`src/sv/plc_pkg.sv`:
```
// ----------------------------------------------------------------------------
// plc_pkg: shared definitions for the PIN lock controller.
// Holds the PIN length, field widths, register indexes and reset values.
// ----------------------------------------------------------------------------
`timescale 1ns / 1ps
`default_nettype none

package plc_pkg;

	localparam int PIN_LEN = 5;
	localparam int POS_W   = (PIN_LEN > 1) ? $clog2(PIN_LEN) : 1;

	localparam int BYTE_W  = 8;
	localparam int CNT_W   = 4;
	localparam int DUTY_W  = 7;
	localparam int DRIVE_W = 2;
	localparam int CFG_IDX_W = 3;
	localparam int CFG_DATA_W = 8;
	localparam int OUT_W   = 16;

	typedef enum logic [CFG_IDX_W-1:0] {
		REG_FORWARD_END = 3'd0,
		REG_PAUSE_END   = 3'd1,
		REG_REVERSE_END = 3'd2,
		REG_ALARM_END   = 3'd3,
		REG_MAX_WRONG   = 3'd4,
		REG_START_CODE  = 3'd5,
		REG_MOTOR_DUTY  = 3'd6
	} reg_idx_t;

	typedef enum logic [DRIVE_W-1:0] {
		DRIVE_OFF     = 2'd0,
		DRIVE_FORWARD = 2'd1,
		DRIVE_REVERSE = 2'd2
	} drive_t;

	localparam logic [BYTE_W-1:0] CMD_OPEN   = 8'd3;
	localparam logic [BYTE_W-1:0] CMD_CHANGE = 8'd4;

	localparam logic [BYTE_W-1:0] RST_FORWARD_END = 8'd15;
	localparam logic [BYTE_W-1:0] RST_PAUSE_END   = 8'd18;
	localparam logic [BYTE_W-1:0] RST_REVERSE_END = 8'd33;
	localparam logic [BYTE_W-1:0] RST_ALARM_END   = 8'd60;
	localparam logic [CNT_W-1:0]  RST_MAX_WRONG   = 4'd3;
	localparam logic [BYTE_W-1:0] RST_START_CODE  = 8'd8;
	localparam logic [DUTY_W-1:0] RST_MOTOR_DUTY  = 7'd50;
	localparam logic [DUTY_W-1:0] DUTY_MAX        = 7'd100;

endpackage

`default_nettype wire

```
`src/sv/pin_lock_controller.sv`:
```
// ----------------------------------------------------------------------------
// pin_lock_controller: combination lock with retry lockout.
// An input item passes through one input register and one result register,
// with the state update between them.
// Throughput is one item per cycle while the result side accepts; a new item
// can enter the input register while the previous result still waits.
// Reset returns to PIN setup with default thresholds; the stored PIN is not cleared.
// ----------------------------------------------------------------------------
`timescale 1ns / 1ps
`default_nettype none

module pin_lock_controller
	import plc_pkg::*;
(
	input  wire logic                  clk,
	input  wire logic                  arst_n,
	input  wire logic                  cfg_valid,
	output logic                       cfg_ready,
	input  wire logic [CFG_IDX_W-1:0]  cfg_index,
	input  wire logic [CFG_DATA_W-1:0] cfg_data,
	input  wire logic                  s_axis_tvalid,
	output logic                       s_axis_tready,
	input  wire logic [BYTE_W-1:0]     s_axis_tdata,  // [7:0] rx_byte
	input  wire logic [0:0]            s_axis_tuser,  // [0] action
	output logic                       m_axis_tvalid,
	input  wire logic                  m_axis_tready,
	// [0] reply_valid, [1] reply_match, [3:2] motor_drive, [10:4] drive_duty,
	// [11] buzzer_active, [12] busy_running, [15:13] zero
	output logic [OUT_W-1:0]           m_axis_tdata
);

	typedef enum logic [3:0] {
		PH_SETUP_FIRST,
		PH_SETUP_CONFIRM,
		PH_CMD_WAIT,
		PH_ENTRY,
		PH_RETRY_WAIT,
		PH_OPEN_WAIT,
		PH_MOTOR_RUN,
		PH_ALARM_WAIT,
		PH_ALARM_RUN
	} phase_t;

	localparam logic [POS_W-1:0] POS_LAST = POS_W'(PIN_LEN - 1);

	logic [BYTE_W-1:0] forward_end_q, pause_end_q, reverse_end_q, alarm_end_q;
	logic [BYTE_W-1:0] start_code_q;
	logic [CNT_W-1:0]  max_wrong_q;
	logic [DUTY_W-1:0] motor_duty_q;

	logic              valid_s1;
	logic              action_s1;
	logic [BYTE_W-1:0] byte_s1;

	phase_t            phase_q, phase_nxt;
	logic [BYTE_W-1:0] stored_pin_q [PIN_LEN];
	logic [BYTE_W-1:0] first_entry_q [PIN_LEN];
	logic [POS_W-1:0]  pos_q, pos_nxt;
	logic              mismatch_q, mismatch_nxt;
	logic              change_q, change_nxt;
	logic [CNT_W-1:0]  open_fail_q, open_fail_nxt;
	logic [CNT_W-1:0]  change_fail_q, change_fail_nxt;
	logic [BYTE_W-1:0] tick_q, tick_nxt;
	logic              half_q, half_nxt;

	logic              out_valid_q;
	logic [OUT_W-1:0]  out_data_q;

	logic              step;
	logic              is_byte;
	logic              pin_last;
	logic              write_first;
	logic              copy_pin;
	logic [BYTE_W:0]   tick_adv;
	logic              half_adv;
	logic [BYTE_W-1:0] tick_new;
	logic [DUTY_W-1:0] duty;
	logic [CNT_W-1:0]  fail_cnt;
	logic              rv, rm, buzz, busy;
	drive_t            drive;

	function automatic drive_t motor_stage(input logic [BYTE_W-1:0] t,
		input logic [BYTE_W-1:0] f_end, input logic [BYTE_W-1:0] p_end,
		input logic [BYTE_W-1:0] r_end);
		drive_t d;
		if (t <= f_end) begin
			d = DRIVE_FORWARD;
		end else if (t <= p_end) begin
			d = DRIVE_OFF;
		end else if (t <= r_end) begin
			d = DRIVE_REVERSE;
		end else begin
			d = DRIVE_OFF;
		end
		return d;
	endfunction

	assign cfg_ready     = 1'b1;
	assign step          = valid_s1 && (!out_valid_q || m_axis_tready);
	assign s_axis_tready = !valid_s1 || step;
	assign m_axis_tvalid = out_valid_q;
	assign m_axis_tdata  = out_data_q;

	assign is_byte  = !action_s1;
	assign pin_last = (pos_q == POS_LAST);
	assign duty     = (motor_duty_q > DUTY_MAX) ? DUTY_MAX : motor_duty_q;
	assign fail_cnt = change_q ? change_fail_q : open_fail_q;
	assign half_adv = !half_q;
	assign tick_adv = half_q ? ({1'b0, tick_q} + 9'd1) : {1'b0, tick_q};
	assign tick_new = tick_adv[BYTE_W-1:0];

	always_comb begin
		phase_nxt       = phase_q;
		pos_nxt         = pos_q;
		mismatch_nxt    = mismatch_q;
		change_nxt      = change_q;
		open_fail_nxt   = open_fail_q;
		change_fail_nxt = change_fail_q;
		tick_nxt        = tick_q;
		half_nxt        = half_q;
		write_first     = 1'b0;
		copy_pin        = 1'b0;
		rv              = 1'b0;
		rm              = 1'b0;
		buzz            = 1'b0;
		busy            = 1'b0;
		drive           = DRIVE_OFF;
		case (phase_q)
			PH_SETUP_FIRST: begin
				if (is_byte) begin
					write_first = 1'b1;
					if (pin_last) begin
						pos_nxt      = '0;
						mismatch_nxt = 1'b0;
						phase_nxt    = PH_SETUP_CONFIRM;
					end else begin
						pos_nxt = pos_q + POS_W'(1);
					end
				end
			end
			PH_SETUP_CONFIRM: begin
				if (is_byte) begin
					if (pin_last) begin
						rv           = 1'b1;
						pos_nxt      = '0;
						mismatch_nxt = 1'b0;
						if (mismatch_q || (first_entry_q[pos_q] != byte_s1)) begin
							phase_nxt = PH_SETUP_FIRST;
						end else begin
							rm        = 1'b1;
							copy_pin  = 1'b1;
							phase_nxt = PH_CMD_WAIT;
						end
					end else begin
						pos_nxt = pos_q + POS_W'(1);
						if (first_entry_q[pos_q] != byte_s1) begin
							mismatch_nxt = 1'b1;
						end
					end
				end
			end
			PH_CMD_WAIT: begin
				if (is_byte && (byte_s1 == CMD_OPEN || byte_s1 == CMD_CHANGE)) begin
					change_nxt   = (byte_s1 == CMD_CHANGE);
					pos_nxt      = '0;
					mismatch_nxt = 1'b0;
					phase_nxt    = PH_ENTRY;
				end
			end
			PH_ENTRY: begin
				if (is_byte) begin
					if (pin_last) begin
						rv           = 1'b1;
						pos_nxt      = '0;
						mismatch_nxt = 1'b0;
						if (!mismatch_q && (stored_pin_q[pos_q] == byte_s1)) begin
							rm = 1'b1;
							if (change_q) begin
								change_fail_nxt = CNT_W'(1);
								phase_nxt       = PH_SETUP_FIRST;
							end else begin
								open_fail_nxt = CNT_W'(1);
								phase_nxt     = PH_OPEN_WAIT;
							end
						end else if (fail_cnt >= max_wrong_q) begin
							if (change_q) begin
								change_fail_nxt = CNT_W'(1);
							end else begin
								open_fail_nxt = CNT_W'(1);
							end
							phase_nxt = PH_ALARM_WAIT;
						end else begin
							if (change_q) begin
								change_fail_nxt = fail_cnt + CNT_W'(1);
							end else begin
								open_fail_nxt = fail_cnt + CNT_W'(1);
							end
							phase_nxt = PH_RETRY_WAIT;
						end
					end else begin
						pos_nxt = pos_q + POS_W'(1);
						if (stored_pin_q[pos_q] != byte_s1) begin
							mismatch_nxt = 1'b1;
						end
					end
				end
			end
			PH_RETRY_WAIT: begin
				if (is_byte && byte_s1 == start_code_q) begin
					pos_nxt      = '0;
					mismatch_nxt = 1'b0;
					phase_nxt    = PH_ENTRY;
				end
			end
			PH_OPEN_WAIT: begin
				if (is_byte && byte_s1 == start_code_q) begin
					tick_nxt  = '0;
					phase_nxt = PH_MOTOR_RUN;
					drive     = DRIVE_FORWARD;
					busy      = 1'b1;
				end
			end
			PH_MOTOR_RUN: begin
				if (!is_byte) begin
					half_nxt = half_adv;
					if (tick_adv[BYTE_W] || (tick_new > forward_end_q &&
						tick_new > pause_end_q && tick_new > reverse_end_q)) begin
						tick_nxt  = '0;
						phase_nxt = PH_CMD_WAIT;
					end else begin
						tick_nxt = tick_new;
						drive    = motor_stage(tick_new, forward_end_q, pause_end_q,
							reverse_end_q);
						busy     = 1'b1;
					end
				end else begin
					drive = motor_stage(tick_q, forward_end_q, pause_end_q, reverse_end_q);
					busy  = 1'b1;
				end
			end
			PH_ALARM_WAIT: begin
				if (is_byte && byte_s1 == start_code_q) begin
					tick_nxt  = '0;
					phase_nxt = PH_ALARM_RUN;
					buzz      = 1'b1;
					busy      = 1'b1;
				end
			end
			PH_ALARM_RUN: begin
				if (!is_byte) begin
					half_nxt = half_adv;
					if (tick_adv[BYTE_W] || tick_new > alarm_end_q) begin
						tick_nxt  = '0;
						phase_nxt = PH_CMD_WAIT;
					end else begin
						tick_nxt = tick_new;
						buzz     = 1'b1;
						busy     = 1'b1;
					end
				end else begin
					buzz = 1'b1;
					busy = 1'b1;
				end
			end
			default: begin
				phase_nxt = PH_SETUP_FIRST;
				pos_nxt   = '0;
			end
		endcase
	end

	always_ff @(posedge clk or negedge arst_n) begin
		if (!arst_n) begin
			forward_end_q <= RST_FORWARD_END;
			pause_end_q   <= RST_PAUSE_END;
			reverse_end_q <= RST_REVERSE_END;
			alarm_end_q   <= RST_ALARM_END;
			max_wrong_q   <= RST_MAX_WRONG;
			start_code_q  <= RST_START_CODE;
			motor_duty_q  <= RST_MOTOR_DUTY;
		end else if (cfg_valid && cfg_ready) begin
			case (cfg_index)
				REG_FORWARD_END: forward_end_q <= cfg_data;
				REG_PAUSE_END:   pause_end_q   <= cfg_data;
				REG_REVERSE_END: reverse_end_q <= cfg_data;
				REG_ALARM_END:   alarm_end_q   <= cfg_data;
				REG_MAX_WRONG:   max_wrong_q   <= cfg_data[CNT_W-1:0];
				REG_START_CODE:  start_code_q  <= cfg_data;
				REG_MOTOR_DUTY:  motor_duty_q  <= cfg_data[DUTY_W-1:0];
				default: begin
				end
			endcase
		end
	end

	always_ff @(posedge clk or negedge arst_n) begin
		if (!arst_n) begin
			valid_s1      <= 1'b0;
			out_valid_q   <= 1'b0;
			phase_q       <= PH_SETUP_FIRST;
			pos_q         <= '0;
			mismatch_q    <= 1'b0;
			change_q      <= 1'b0;
			open_fail_q   <= CNT_W'(1);
			change_fail_q <= CNT_W'(1);
			tick_q        <= '0;
			half_q        <= 1'b0;
		end else begin
			if (s_axis_tvalid && s_axis_tready) begin
				valid_s1 <= 1'b1;
			end else if (step) begin
				valid_s1 <= 1'b0;
			end
			if (step) begin
				out_valid_q <= 1'b1;
			end else if (m_axis_tready) begin
				out_valid_q <= 1'b0;
			end
			if (step) begin
				phase_q       <= phase_nxt;
				pos_q         <= pos_nxt;
				mismatch_q    <= mismatch_nxt;
				change_q      <= change_nxt;
				open_fail_q   <= open_fail_nxt;
				change_fail_q <= change_fail_nxt;
				tick_q        <= tick_nxt;
				half_q        <= half_nxt;
			end
		end
	end

	always_ff @(posedge clk) begin
		if (s_axis_tvalid && s_axis_tready) begin
			action_s1 <= s_axis_tuser[0];
			byte_s1   <= s_axis_tdata;
		end
		if (step) begin
			out_data_q <= {3'b000, busy, buzz,
				(drive != DRIVE_OFF) ? duty : DUTY_W'(0), drive, rm, rv};
			if (write_first) begin
				first_entry_q[pos_q] <= byte_s1;
			end
			if (copy_pin) begin
				stored_pin_q <= first_entry_q;
			end
		end
	end

endmodule

`default_nettype wire

```
`config.mk`:
```
export PLATFORM = sky130hd
export DESIGN_NAME = pin_lock_controller
export DESIGN_NICKNAME = d
export VERILOG_FILES = /design/src/sv/plc_pkg.sv /design/src/sv/pin_lock_controller.sv
export SDC_FILE = /design/constraint.sdc
export NUM_CORES = 1
export LEC_CHECK = 0
export BUFFER_PORTS_ARGS = -buffer_cell sky130_fd_sc_hd__buf_2
export CAP_MARGIN = 20
export CELL_PAD_IN_SITES_DETAIL_PLACEMENT = 1
export CELL_PAD_IN_SITES_GLOBAL_PLACEMENT = 2
export CORE_MARGIN = 2
export CORE_UTILIZATION = 46
export DETAILED_ROUTE_END_ITERATION = 10
export HOLD_SLACK_MARGIN = 0.15
export PLACE_DENSITY = 0.95
export SLEW_MARGIN = 10
export SYNTH_ARGS = -nofsm -noshare
export SYNTH_HDL_FRONTEND = slang
export SYNTH_SLANG_ARGS = --single-unit
```
`constraint.sdc`:
```
create_clock -name clk -period 11.45 [get_ports clk]
set_clock_uncertainty 0.1 [all_clocks]
set_input_delay 1.145 -clock clk [delete_from_list [all_inputs] [get_ports clk]]
set_output_delay 1.145 -clock clk [all_outputs]
set_load 0.01 [all_outputs]
```
==> flow_summary.toml <==
[synthesis]
syn_area_per_cell_sq_um = 11.63
synth-main-ff-cell = "edfxtp_1"
synth_cell_types = 73
netlist_instances = 823
yosysTopAreaCell = "edfxtp_1"
yosys-top-cells-area = "edfxtp_1 32%, dfrtp_1 15%, ha_1 8.4%, dfstp_2 5.5%, mux2_2 4.9%"
synth_seq_cells = 181
synthArstFlopShare_pct = 43.65
yosysWarningCount = 0
netlist_area_sq_um = 9570
synth-edff-count = 102
synth_top_area_share_pct = 32.00
synth-seq-area-share_pct = 52.92

[sta]
hold_viol = 0
holdWs_ns = 0.3452
tns_ns = 0
grt_setup_unrepaired = "no"
fmax_mhz = 228.1
setup_violations = 0
period_share_pct = 38.29
min_period_ns = 4.384
worst_pin_slew_ns = 1.166
slew_viol_final = 0
slew_headroom_pct = 21.99

[cts]
cts_sinks = 181
insertion_delay_ns = 0.43
ctsHoldBuffers = 0
clockBufferDepth = 2
clk_transition_reported_paths_ns = 0.08
post_cts_buffers = 0
tritoncts = "done"
numCtsBuffers = 17
root_buffer = "clkbuf_16"
ctsResizeCount = 0
cts_max_level = 4

[cells_and_area]
ff_latch_area_sq_um = 5066
mostFrequentLayoutCell = "edfxtp_1"
layout-drive-gt1-share_pct = 17.78
fin_util_pct = 52.31
area_growth_pct = 10.96
fin_nets = 948
antenna_cells = 0
multi_input_area_sq_um = 4177
fillCellCount = 2188
layout_common_cells = "102 x edfxtp_1, 64 x ha_1, 58 x nand2_1, 58 x dfrtp_1, 57 x o21ai_0"

[pwr]
irDropWorstVdd_mv = 0.1169
p_comb_share_pct = 23.2
switching_share_pct = 32.89
p_int_uw = 1252
p_per_area_nw_per_um2 = 175.6
p_seq_share_pct = 44.9
p_sw_uw = 613.3
p_clk_share_pct = 31.9
leakage_uw = 0.004349

[routing]
drt_iter0_markers = 402
wl_per_cell_microns = 21.61
drtPass1Iterations = 4
viasPerCell = 5.853
vias = 6684
wl_microns = 24680
antenna_left = 0
drc = 0

[floorplan]
io_pins = 44
core_sq_um = 20300
rows = 52
initial_core_util_pct = 47.15
die_w_microns = 148.2
dieArea_sq_um = 21980
die_h_microns = 148.2

[run]
cap_viol_max_count = 0

[worst_setup_path]
end_kind = "register"
path_class = "reg2reg"
worstPathCellList = "nand4_1 -> nor2_1 -> nand3_1 -> xnor2_1 -> ha_1 -> nand2_1 -> o21ai_0 -> mux2i_1 -> a21o_1 -> or3_1 -> a21oi_1 -> o21ai_0 -> o2bb2ai_1"
slowest_stage = "a21oi_1"
rr_startpoint = "half_q$_DFFE_PN0P_"
worstSetupStartpointType = "register"
path_max_fanout = 13
path_common_cell = "o21ai_0"
required_ns = 11.63
worst_r2r_path_depth = 13
cp_data_arrival_time_ns = 4.56
slowest_delay_ns = 0.72
startpoint = "half_q$_DFFE_PN0P_"

[grt]
grt_pass1_vias = 7211
grt.total_usage_pct = 23.91
grt_antenna_before_repair = 0
grt_overflow = 0
grt_start_max_net_pins = 54
grt_pass1_wl_microns = 40370

[place]
place.gp.congestion = 0.8550
port_buffers = 39
dp_hpwl_microns = 17580

[hold_path]
hold_path_depth = 0
hold_path.class = "reg2reg"
hp-start = "first_entry_q[11]$_DFFE_PP_"

[status]
outcome = "completed"
-- power by group through the flow --
stage	clock network (uW)	registers, uW	logic (uW)
6_report	596	836	433
4_1_cts	602	836	433
3_3_place_gp	0	841	402
3_5_place_dp	0	848	423
5_1_grt	630	846	479
2_1_floorplan	0	803	338
-- worst max-delay path, delay by kind of cell, from the launching register on --
kind | cells | cell delay (ns)
muxes | 1 | 0.14
DFF | 1 | 0.56
xor gates and xnor gates | 1 | 0.43
and+or+nand+nor | 5 | 1.16
adders and majority gates | 1 | 0.23
AOI/OAI and AO/OA | 5 | 1.61
-- registers in the layout (all words and copies together) (netlist names), 7 cells and up --
name,flops
alarm_end_q,8
byte_s1,8
first_entry_q,40
forward_end_q,8
m_axis_tdata,13
motor_duty_q,7
pause_end_q,8
reverse_end_q,8
start_code_q,8
stored_pin_q,40
tick_q,8
-- synth_stat cells (5+ instances only) --
library cell / number
xnor2_1: 19
a211o_1: 5
or3_1: 7
and3_1: 11
xor2_1: 8
o211ai_1: 5
inv_1: 50
nand2_1: 58
a21oi_1: 29
nor2b_1: 15
o21ai_0: 57
o21a_1: 6
a21o_1: 17
mux2i_1: 25
edfxtp_1: 102
nor2_1: 36
o2bb2ai_1: 6
a22o_1: 6
ha_1: 64
mux2_2: 42
dfstp_2: 20
nand3_1: 17
clkbuf_1: 21
nand2b_1: 11
dfrtp_1: 59
nor3_1: 15
and2_1: 5
buf_2: 6
nand4_1: 16
-- per-stage QoR --
step	power, uW	cell area [sq um]	setup WS (ns)	cells
final	1865	10620	7.066	1142
after global routing	1955	10620	6.641	1142
after CTS	1871	10610	7.100	1141
after detailed placement	1271	10030	7.167	1109
after global placement	1243	10030	7.325	1109
after floorplan	1142	9578	5.878	825
-- layout make-up --
cell class / instances / share of cell area [%]
clock buffer: 18 / 4.041
clock inverter: 14 / 1.496
inverter: 50 / 1.767
multi-input combinational: 561 / 39.33
sequential: 181 / 47.71
tap: 270 / 3.181
timing repair buffer: 48 / 2.474
-- logic make-up after synthesis --
group           Yosys count  share of synthesized area (%)
xor+xnor                 27                          2.471
other cells               2                        0.07847
compound gates          173                          12.12
buf+inv                  83                          3.569
simple gates            223                          12.41
fa+ha+maj                64                          8.367
mux                      70                          8.066
flops                   181                          52.92
-- routing by layer --
metal  vias to the layer above  track usage [%]  wire length [microns]
met2                       154            41.16                  12430
met3                        60            4.294                    882
met5                         -                0                      0
li1                       3114                -                      -
met4                         0            10.05                    880
met1                      3356            29.77                  10490
-- final timing paths --
check | end | slack (ns)
min | stored_pin_q[11]$_DFFE_PP_ | 0.35
max | tick_q[1]$_DFFE_PN0P_ | 7.07
max reg2reg | tick_q[1]$_DFFE_PN0P_ | 7.07
max in group asynchronous | pos_q[0]$_DFFE_PN0P_ | 9.67
min reg2reg | stored_pin_q[11]$_DFFE_PP_ | 0.35
min in group asynchronous | open_fail_q[1]$_DFFE_PN0P_ | 0.53
Note: power is estimated with default switching activity, not from simulation.
